`config.mk`:
```
export PLATFORM = sky130hd
export DESIGN_NAME = magnetometer_heading_calibration
export DESIGN_NICKNAME = d
export VERILOG_FILES = /design/src/rtl/mhc_pkg.sv /design/src/rtl/mhc_ctrl.sv /design/src/rtl/mhc_dp.sv /design/src/rtl/magnetometer_heading_calibration.sv
export SDC_FILE = /design/constraint.sdc
export NUM_CORES = 2
export LEC_CHECK = 0
export BUFFER_PORTS_ARGS = -buffer_cell sky130_fd_sc_hd__buf_2
export CAP_MARGIN = 15
export CORE_MARGIN = 5
export CORE_UTILIZATION = 50
export CTS_CLUSTER_DIAMETER = 80
export DETAILED_ROUTE_END_ITERATION = 12
export PLACE_DENSITY_LB_ADDON = 0.15
export REMOVE_ABC_BUFFERS = 1
export SYNTH_ARGS = -nofsm -noshare
export SYNTH_HDL_FRONTEND = slang
export SYNTH_SLANG_ARGS = --single-unit
```
`constraint.sdc`:
```
create_clock -name clk -period 11.25 [get_ports clk]
set_input_delay 1.125 -clock clk [delete_from_list [all_inputs] [get_ports clk]]
set_output_delay 1.125 -clock clk [all_outputs]
set_load 0.01 [all_outputs]
```
`src/rtl/mhc_pkg.sv`:
```
// mhc_pkg: shared constants, control codes, angle table and the
// controller-to-datapath command struct of the magnetometer heading block.
// No dependencies.
package mhc_pkg;

  // default configuration
  localparam int SAMPLE_BITS_DEF = 16;
  localparam int ANGLE_STEPS_DEF = 16;

  // cordic table length and step index width
  localparam int TABLE_LEN = 24;
  localparam int STEP_W    = 5;

  // angle word: 1/65536 degree, room for a full turn plus margin
  localparam int ZW = 27;
  localparam logic signed [ZW-1:0] DEG_90    = 27'sd5898240;
  localparam logic signed [ZW-1:0] FULL_TURN = 27'sd23592960;

  // heading width and modulus in 1/64 degree
  localparam int HEADING_W = 15;
  localparam int HEADING_MOD = 23040;

  // smoothing weight, about 0.1 in 1/65536
  localparam logic signed [14:0] ALPHA_NUM = 15'sd6554;

  // calibration control codes
  localparam logic [1:0] CTL_OFF  = 2'd0;
  localparam logic [1:0] CTL_ON   = 2'd1;
  localparam logic [1:0] CTL_SAVE = 2'd2;

  // commands from the controller to the datapath
  typedef struct packed {
    logic              capture;
    logic              smooth;
    logic              load;
    logic              iter;
    logic              finish;
    logic [STEP_W-1:0] step;
  } mhc_cmd_t;

  // atan(2^-i) in 1/65536 degree
  function automatic logic signed [ZW-1:0] atan_lut(input logic [STEP_W-1:0] idx);
    logic signed [ZW-1:0] v;
    case (idx)
      5'd0:    v = 27'sd2949120;
      5'd1:    v = 27'sd1740967;
      5'd2:    v = 27'sd919879;
      5'd3:    v = 27'sd466945;
      5'd4:    v = 27'sd234379;
      5'd5:    v = 27'sd117304;
      5'd6:    v = 27'sd58666;
      5'd7:    v = 27'sd29335;
      5'd8:    v = 27'sd14668;
      5'd9:    v = 27'sd7334;
      5'd10:   v = 27'sd3667;
      5'd11:   v = 27'sd1833;
      5'd12:   v = 27'sd917;
      5'd13:   v = 27'sd458;
      5'd14:   v = 27'sd229;
      5'd15:   v = 27'sd115;
      5'd16:   v = 27'sd57;
      5'd17:   v = 27'sd29;
      5'd18:   v = 27'sd14;
      5'd19:   v = 27'sd7;
      5'd20:   v = 27'sd4;
      5'd21:   v = 27'sd2;
      5'd22:   v = 27'sd1;
      default: v = 27'sd0;
    endcase
    return v;
  endfunction

endpackage

```
`src/rtl/mhc_ctrl.sv`:
```
// mhc_ctrl: sequencing state machine of the heading block, output valid flag.
// Depends on mhc_pkg.
module mhc_ctrl
  import mhc_pkg::*;
#(
  parameter int ANGLE_STEPS = ANGLE_STEPS_DEF
) (
  input  logic     clk,
  input  logic     rst_n,
  input  logic     in_valid,
  output logic     in_ready,
  output logic     out_valid,
  input  logic     out_ready,
  output mhc_cmd_t cmd
);

  localparam logic [2:0] S_IDLE   = 3'd0;
  localparam logic [2:0] S_SMOOTH = 3'd1;
  localparam logic [2:0] S_LOAD   = 3'd2;
  localparam logic [2:0] S_ITER   = 3'd3;
  localparam logic [2:0] S_DONE   = 3'd4;

  localparam logic [STEP_W-1:0] LAST_STEP = STEP_W'(ANGLE_STEPS - 1);

  logic [2:0]        state_r, state_nxt;
  logic [STEP_W-1:0] cnt_r, cnt_nxt;
  logic              out_valid_r, out_valid_nxt;
  logic              out_free;

  assign out_free  = !out_valid_r || out_ready;
  assign in_ready  = (state_r == S_IDLE);
  assign out_valid = out_valid_r;

  // next state and commands
  always_comb begin
    state_nxt   = state_r;
    cnt_nxt     = cnt_r;
    cmd         = '0;
    cmd.step    = cnt_r;
    unique case (state_r)
      S_IDLE: begin
        if (in_valid) begin
          cmd.capture = 1'b1;
          state_nxt   = S_SMOOTH;
        end
      end
      S_SMOOTH: begin
        cmd.smooth = 1'b1;
        state_nxt  = S_LOAD;
      end
      S_LOAD: begin
        cmd.load  = 1'b1;
        cnt_nxt   = '0;
        state_nxt = S_ITER;
      end
      S_ITER: begin
        cmd.iter = 1'b1;
        if (cnt_r == LAST_STEP) begin
          state_nxt = S_DONE;
        end else begin
          cnt_nxt = cnt_r + 1'b1;
        end
      end
      S_DONE: begin
        if (out_free) begin
          cmd.finish = 1'b1;
          state_nxt  = S_IDLE;
        end
      end
      default: state_nxt = S_IDLE;
    endcase
  end

  // output valid: set when a result is loaded, cleared when it is taken
  always_comb begin
    out_valid_nxt = out_valid_r;
    if (cmd.finish) begin
      out_valid_nxt = 1'b1;
    end else if (out_ready) begin
      out_valid_nxt = 1'b0;
    end
  end

  always_ff @(posedge clk) begin
    if (!rst_n) begin
      state_r     <= S_IDLE;
      cnt_r       <= '0;
      out_valid_r <= 1'b0;
    end else begin
      state_r     <= state_nxt;
      cnt_r       <= cnt_nxt;
      out_valid_r <= out_valid_nxt;
    end
  end

endmodule

```
`src/rtl/mhc_dp.sv`:
```
// mhc_dp: smoothing, min/max calibration, offsets, iterative cordic and the
// output payload registers. Driven by commands from mhc_ctrl. Depends on mhc_pkg.
module mhc_dp
  import mhc_pkg::*;
#(
  parameter int SAMPLE_BITS = SAMPLE_BITS_DEF
) (
  input  logic                          clk,
  input  logic                          rst_n,
  input  mhc_cmd_t                      cmd,
  input  logic                          cfg_wr_en,
  input  logic [1:0]                    cfg_wr_data,
  input  logic signed [SAMPLE_BITS-1:0] raw_x,
  input  logic signed [SAMPLE_BITS-1:0] raw_y,
  input  logic signed [SAMPLE_BITS-1:0] raw_z,
  output logic [HEADING_W-1:0]          heading,
  output logic signed [SAMPLE_BITS:0]   offset_x_out,
  output logic signed [SAMPLE_BITS:0]   offset_y_out,
  output logic signed [SAMPLE_BITS:0]   offset_z_out,
  output logic                          offsets_saved
);

  localparam int SB = SAMPLE_BITS;
  localparam int SW = SB + 16;   // smoothed q16.16 word
  localparam int DW = SB + 17;   // difference word
  localparam int PW = DW + 15;   // product word
  localparam int CW = SB + 20;   // cordic vector word
  localparam int RW = ZW - 10;   // rounded angle word

  localparam logic signed [SB-1:0] SMAX = {1'b0, {(SB-1){1'b1}}};
  localparam logic signed [SB-1:0] SMIN = {1'b1, {(SB-1){1'b0}}};

  logic signed [SB-1:0] raw_r  [3];
  logic signed [SW-1:0] s_r    [3];
  logic signed [SB-1:0] min_r  [3];
  logic signed [SB-1:0] max_r  [3];
  logic signed [SB:0]   off_r  [3];
  logic [1:0]           ctl_r;
  logic [1:0]           prev_r;
  logic                 seen_r;
  logic                 saved_r;

  logic signed [CW-1:0] x_r, y_r;
  logic signed [ZW-1:0] z_r;
  logic                 zero_r;

  logic [HEADING_W-1:0] heading_r;
  logic signed [SB:0]   out_off_r [3];
  logic                 out_saved_r;

  logic signed [SW-1:0] s_nxt [3];
  logic signed [CW-1:0] vx, vy, lx, ly, xs, ys;
  logic signed [ZW-1:0] lz, zpos;
  logic signed [RW-1:0] rnd, hd;

  // exponential smoothing per axis, s += floor((raw*2^16 - s) * alpha / 2^16)
  always_comb begin
    for (int a = 0; a < 3; a++) begin
      logic signed [DW-1:0] diff;
      logic signed [PW-1:0] prod;
      diff     = (DW'(raw_r[a]) <<< 16) - DW'(s_r[a]);
      prod     = PW'(diff) * PW'(ALPHA_NUM);
      s_nxt[a] = s_r[a] + SW'(prod >>> 16);
    end
  end

  // offset-corrected vector and quarter turn into the right half plane
  always_comb begin
    vx = CW'(s_r[0]) - (CW'(off_r[0]) <<< 15);
    vy = (CW'(off_r[1]) <<< 15) - CW'(s_r[1]);
    lx = vx;
    ly = vy;
    lz = '0;
    if (vx < 0) begin
      if (vy >= 0) begin
        lx = vy;
        ly = -vx;
        lz = DEG_90;
      end else begin
        lx = -vy;
        ly = vx;
        lz = -DEG_90;
      end
    end
  end

  // one micro-rotation's shifted terms
  assign xs = x_r >>> cmd.step;
  assign ys = y_r >>> cmd.step;

  // wrap to a positive angle and round to 1/64 degree
  always_comb begin
    zpos = (z_r < 0) ? z_r + FULL_TURN : z_r;
    rnd  = RW'((zpos + ZW'(512)) >>> 10);
    hd   = (rnd >= RW'(HEADING_MOD)) ? rnd - RW'(HEADING_MOD) : rnd;
    if (hd < 0 || zero_r) begin
      hd = '0;
    end
  end

  // calibration control and state with reset values
  always_ff @(posedge clk) begin
    if (!rst_n) begin
      ctl_r   <= CTL_OFF;
      prev_r  <= CTL_OFF;
      seen_r  <= 1'b0;
      saved_r <= 1'b0;
      for (int a = 0; a < 3; a++) begin
        s_r[a]   <= '0;
        min_r[a] <= SMAX;
        max_r[a] <= SMIN;
        off_r[a] <= '0;
      end
    end else begin
      if (cfg_wr_en) begin
        ctl_r <= cfg_wr_data;
      end
      if (cmd.smooth) begin
        saved_r <= (ctl_r != prev_r) && (ctl_r == CTL_SAVE);
        prev_r  <= ctl_r;
        for (int a = 0; a < 3; a++) begin
          s_r[a] <= s_nxt[a];
        end
        if (ctl_r != prev_r) begin
          if (ctl_r == CTL_ON) begin
            // entering calibration: restart extremes
            seen_r <= 1'b0;
            for (int a = 0; a < 3; a++) begin
              min_r[a] <= SMAX;
              max_r[a] <= SMIN;
            end
          end else if (ctl_r == CTL_SAVE) begin
            // offsets in half counts, zero if nothing was tracked
            for (int a = 0; a < 3; a++) begin
              off_r[a] <= seen_r ? (SB+1)'(max_r[a]) + (SB+1)'(min_r[a]) : '0;
            end
          end
        end else if (ctl_r == CTL_ON) begin
          // track extremes of the raw samples
          seen_r <= 1'b1;
          for (int a = 0; a < 3; a++) begin
            if (raw_r[a] < min_r[a]) begin
              min_r[a] <= raw_r[a];
            end
            if (raw_r[a] > max_r[a]) begin
              max_r[a] <= raw_r[a];
            end
          end
        end
      end
    end
  end

  // sample capture, cordic registers and output payload
  always_ff @(posedge clk) begin
    if (cmd.capture) begin
      raw_r[0] <= raw_x;
      raw_r[1] <= raw_y;
      raw_r[2] <= raw_z;
    end
    if (cmd.load) begin
      x_r    <= lx;
      y_r    <= ly;
      z_r    <= lz;
      zero_r <= (vx == 0) && (vy == 0);
    end else if (cmd.iter) begin
      if (y_r > 0) begin
        x_r <= x_r + ys;
        y_r <= y_r - xs;
        z_r <= z_r + atan_lut(cmd.step);
      end else begin
        x_r <= x_r - ys;
        y_r <= y_r + xs;
        z_r <= z_r - atan_lut(cmd.step);
      end
    end
    if (cmd.finish) begin
      heading_r   <= HEADING_W'(hd);
      out_saved_r <= saved_r;
      for (int a = 0; a < 3; a++) begin
        out_off_r[a] <= off_r[a];
      end
    end
  end

  assign heading       = heading_r;
  assign offset_x_out  = out_off_r[0];
  assign offset_y_out  = out_off_r[1];
  assign offset_z_out  = out_off_r[2];
  assign offsets_saved = out_saved_r;

endmodule

```
`src/rtl/magnetometer_heading_calibration.sv`:
```
// magnetometer_heading_calibration: top level, stream ports and field packing.
// Instantiates mhc_ctrl and mhc_dp; depends on mhc_pkg.
//
// Usage
//   in_*  : one raw three-axis sample per item (x, y, z signed counts).
//   out_* : one result per item: heading in 1/64 degree plus the current
//           hard-iron offsets in half counts; out_tuser flags an item whose
//           step saved new offsets.
//   cfg_* : cal_control, 0 off, 1 track min/max, 2 off and save offsets;
//           write it only while no item is in flight.
// Timing
//   An item is accepted in the idle state, then passes through the smoothing
//   state, the vector load state and one cordic micro-rotation per step; the
//   result is loaded into the output register in the finish state, which
//   waits for that register to be free. No new item is taken until the block
//   is back in idle, as the single shared cordic rotator serves one at a time.
// Reset and stall
//   Reset clears smoothing, offsets and the control to zero, extremes to
//   their sentinels and drops out_tvalid. While out_tready is low the
//   finished result waits in the output register; the next item can still
//   be accepted and computed, and its result waits until that slot frees.
module magnetometer_heading_calibration
  import mhc_pkg::*;
#(
  parameter int SAMPLE_BITS = SAMPLE_BITS_DEF,
  parameter int ANGLE_STEPS = ANGLE_STEPS_DEF,
  localparam int IN_W  = ((3 * SAMPLE_BITS + 7) / 8) * 8,
  localparam int OUT_F = HEADING_W + 3 * (SAMPLE_BITS + 1),
  localparam int OUT_W = ((OUT_F + 7) / 8) * 8
) (
  input  logic             clk,
  input  logic             rst_n,
  input  logic             in_tvalid,
  output logic             in_tready,
  input  logic [IN_W-1:0]  in_tdata,   // raw_x, raw_y, raw_z, zero pad
  output logic             out_tvalid,
  input  logic             out_tready,
  output logic [OUT_W-1:0] out_tdata,  // heading, offset_x_out, offset_y_out,
                                       // offset_z_out, zero pad
  output logic             out_tuser,  // offsets_saved
  input  logic             cfg_wr_en,
  input  logic [1:0]       cfg_wr_data
);

  localparam int SB = SAMPLE_BITS;

  mhc_cmd_t             cmd;
  logic [HEADING_W-1:0] heading;
  logic signed [SB:0]   off_x, off_y, off_z;
  logic                 saved;

  mhc_ctrl #(
    .ANGLE_STEPS (ANGLE_STEPS)
  ) u_ctrl (
    .clk       (clk),
    .rst_n     (rst_n),
    .in_valid  (in_tvalid),
    .in_ready  (in_tready),
    .out_valid (out_tvalid),
    .out_ready (out_tready),
    .cmd       (cmd)
  );

  mhc_dp #(
    .SAMPLE_BITS (SAMPLE_BITS)
  ) u_dp (
    .clk           (clk),
    .rst_n         (rst_n),
    .cmd           (cmd),
    .cfg_wr_en     (cfg_wr_en),
    .cfg_wr_data   (cfg_wr_data),
    .raw_x         (in_tdata[SB-1:0]),
    .raw_y         (in_tdata[2*SB-1:SB]),
    .raw_z         (in_tdata[3*SB-1:2*SB]),
    .heading       (heading),
    .offset_x_out  (off_x),
    .offset_y_out  (off_y),
    .offset_z_out  (off_z),
    .offsets_saved (saved)
  );

  // result packing, heading in the low bits
  assign out_tdata = OUT_W'({off_z, off_y, off_x, heading});
  assign out_tuser = saved;

endmodule

```
==> key figures <==
Run status
  – Outcome: complete, no violations

Timing
  – Min Tclk post-route: 10.51 ns
  – Hold Slack: ~0.42 ns
  – Max-slew headroom: around 22%
  – Setup-failing EPs final: 0
  – Highest clock rate: about 95 MHz
  – Unrepaired setup endpoints after global routing: false
  – Period Utilization, post-route: between 90% and 100%
  – Layout Skew: around 0.043 ns
  – Setup tns final: 0 ns
  – Slew @ Worst Pin: around 1.2 ns
  – Final hold viol count: 0
  – Slew Limit Fails: 0

Global route
  – GRT Total Usage: between 20% and 30%
  – Total grt overflow: 0
  – First-pass GRT wire length: about 240 mm
  – Vias in the first global route: between 40000 and 50000
  – Initial antenna violation count: 11
  – Largest net degree at the start of global routing: 75

Worst setup path
  – RR Endpoint: u_dp.s_r[0][30]$_SDFFCE_PN0P_
  – Worst reg2reg path depth: 34
  – CP Class: reg2reg
  – Critical Path Fanout Max: 8
  – Worst path max stage delay: ~0.77 ns
  – R2r setup slk: around 0.74 ns
  – Worst Setup End Kind: register
  – WP data required: between 10 and 15 ns
  – CP Launch Type: register
  – Crit path DAT: 10.90 ns
  – Reg2reg start: u_dp.s_r[0][4]$_SDFFCE_PN0P_
  – Critical path's slowest cell: nor3_1

Yosys
  – Compound-Gate Fraction of Synth Area: roughly 16%
  – Distinct cells, synth: 91
  – Synthesized area: 54800 sq um
  – Post-synth EDFFs: 426
  – Synth top area share: 23.3%
  – Seq/Total Area, Yosys: between 20% and 30%
  – Synth area leader: edfxtp_1
  – YS warnings: 0
  – Avg Cell Area, Syn: between 9 and 10 sq um
  – Cells after Synth: around 6000
  – Simple-gate share of the synthesized area: between 10% and 20%
  – XOR/XNOR Fraction of Synth Area: 8.46%
  – Main combinational cell family by area after synthesis: adder cells
  – Most numerous cell in the Yosys netlist: inv_1
  – #FFs+latches synth: between 400 and 500
  – Synth Area in Adders: roughly a quarter
  – Post-synthesis mux area share: 6.03%
  – Async set-reset flop share out of synthesis: 0%
  – Area contributors post-synth: edfxtp_1, ha_1, fa_1
  – Commonest cells post-synth: inv_1, ha_1, nor2_1
  – Main synth FF type: edfxtp_1

Detailed routing
  – Drt initial violations: about 3500
  – Routed vias: approximately 44000
  – Total Wirelength: 156 mm
  – WL/cell: 21.0 um
  – Antenna Violating Nets Remaining: 0
  – DRC viols: 0
  – Via density: approximately 5.9
  – TritonRoute pass-1 iters: 6

CTS
  – Hold-fix buffers at CTS: 0
  – CTS Sinks: 463
  – TritonCTS Buffers: between 50 and 60
  – Clk_lat worst skew: 0.65 ns
  – CTS Buffer Depth: 3
  – H-Tree Level Count: 2
  – CTS tree: done
  – Clock transition at path regs: around 0.060 ns
  – Root Buffer: clkbuf_16

Hold path
  – Hold depth: 0
  – Hold Crit Start: u_dp.off_r[0][35]$_SDFFCE_PN0P_
  – Hold endpoint: u_dp.out_off_r[0][35]$_DFFE_PP_
  – Hold Path Class: reg2reg

Die
  – Die footprint: 116000 sq um
  – Starting Density: between 50% and 60%
  – Width of the die: roughly 340 um
  – FP Rows: 121
  – Core box area: about 110000 sq um
  – Top-level I/O count: 130
  – Die Height: between 300 and 400 um

Placed design
  – Global placement routability congestion: roughly 0.93
  – Hpwl dp: ~130 mm
  – DP Cell Count: 7346
  – Placed instance area: about 57000 sq um
  – PortBufs: between 100 and 150

Finish
  – Layout Nets: around 7000
  – Non-Filler Instances: 7450
  – Fraction of layout cells with a size suffix above 1: slightly above 8%
  – Fin area: 58800 sq um
  – Layout overhead on the synthesized area: 7.28%

Job
  – Max-Cap Viols: 0
critical path: cells and delay by family (launching register included):
kind | cells | cell delay (ns)
xor gates and xnor gates | 4 | 1.20
DFF | 1 | 0.55
buffers and inverters | 2 | 0.10
adders and majority gates | 7 | 2.79
and+or+nand+nor | 6 | 2.32
AOI/OAI and AO/OA | 15 | 3.33
what timing repair did:
| item | 4_1_cts | 5_1_grt |
|---|---|---|
| resized for setup | 0 | 2 |
| setup buffers | 0 | 0 |
| endpoints found under the setup margin | 0 | 3 |
per-layer routing:
layer	GRT usage, %	wire length (um)	vias to the layer above
met5	0	55	-
met4	6.75	4440	8
met3	4.39	11200	264
met2	42.8	71000	1365
met1	36.8	69700	21000
li1	-	-	20900
worst max-delay path by stage:
stage,end,startpoint,slack [ns]
floorplan,register,u_ctrl.state_r[1]$_SDFFE_PN0P_,0.44
global placement,u_dp.s_r[0][30]$_SDFFCE_PN0P_,u_dp.s_r[0][0]$_SDFFCE_PN0P_,0.62
detailed placement,u_dp.s_r[0][30]$_SDFFCE_PN0P_,u_dp.s_r[0][0]$_SDFFCE_PN0P_,0.57
CTS,u_dp.s_r[0][30]$_SDFFCE_PN0P_,u_dp.s_r[0][0]$_SDFFCE_PN0P_,0.58
global route,u_dp.s_r[0][30]$_SDFFCE_PN0P_,u_dp.s_r[0][12]$_SDFFCE_PN0P_,0.02
finish,u_dp.s_r[0][30]$_SDFFCE_PN0P_,u_dp.s_r[0][4]$_SDFFCE_PN0P_,0.74
flip-flops by register name, summed over array words and instances (netlist names), 36 cells and up, named ones only:
signal          flops
u_dp.min_r         48
u_dp.out_off_r     51
u_dp.max_r         48
u_dp.y_r           36
u_dp.s_r           64
u_dp.raw_r         48
u_dp.x_r           36
u_dp.off_r         51
final cells by class:
| cell class | instances | area, sq um |
|---|---|---|
| diodes | 2 | 5.00 |
| clock buffers | 70 | 1500 |
| clock inverters | 32 | 448 |
| fillers | 9893 | 50000 |
| inverters | 804 | 3020 |
| multi-input cells | 4497 | 37600 |
| flip-flops and latches | 463 | 13500 |
| well taps | 1414 | 1770 |
| repair buffers | 168 | 953 |
through the flow:
step                      worst slack (ns)  utilization, %
after floorplan                      0.441               -
after CTS                            0.581            54.0
after global placement               0.624            52.2
after detailed placement             0.565            52.2
after global routing                0.0237            54.0
final                                0.745            54.0
kinds of logic after synthesis:
logic type / after synthesis
compound gates: 1362
flops: 463
other cells: 1
buf+inv: 967
mux: 210
xor+xnor: 530
simple gates: 1444
fa+ha+maj: 945
cells in the final DEF, fill, tap and decap left out, types with 45 or more instances in the layout:
cell type	Yosys	layout
and3_1	56	55
a21oi_1	381	381
a21o_1	196	196
nor3_1	101	100
nand2b_1	71	70
xor2_1	230	230
nor2b_1	116	115
nand3_1	102	101
or2_2	70	70
nor2_1	439	437
edfxtp_1	426	426
fa_1	273	273
clkbuf_16	0	58
ha_1	672	672
xnor2_1	300	300
mux2i_1	83	83
a31oi_1	63	62
buf_4	17	45
buf_2	18	123
o21ai_0	325	322
mux4_2	77	77
inv_1	801	799
nand2_1	287	285
Power is not shown: default switching activity piles up to over one toggle a cycle in this logic, so the estimate is an artifact.
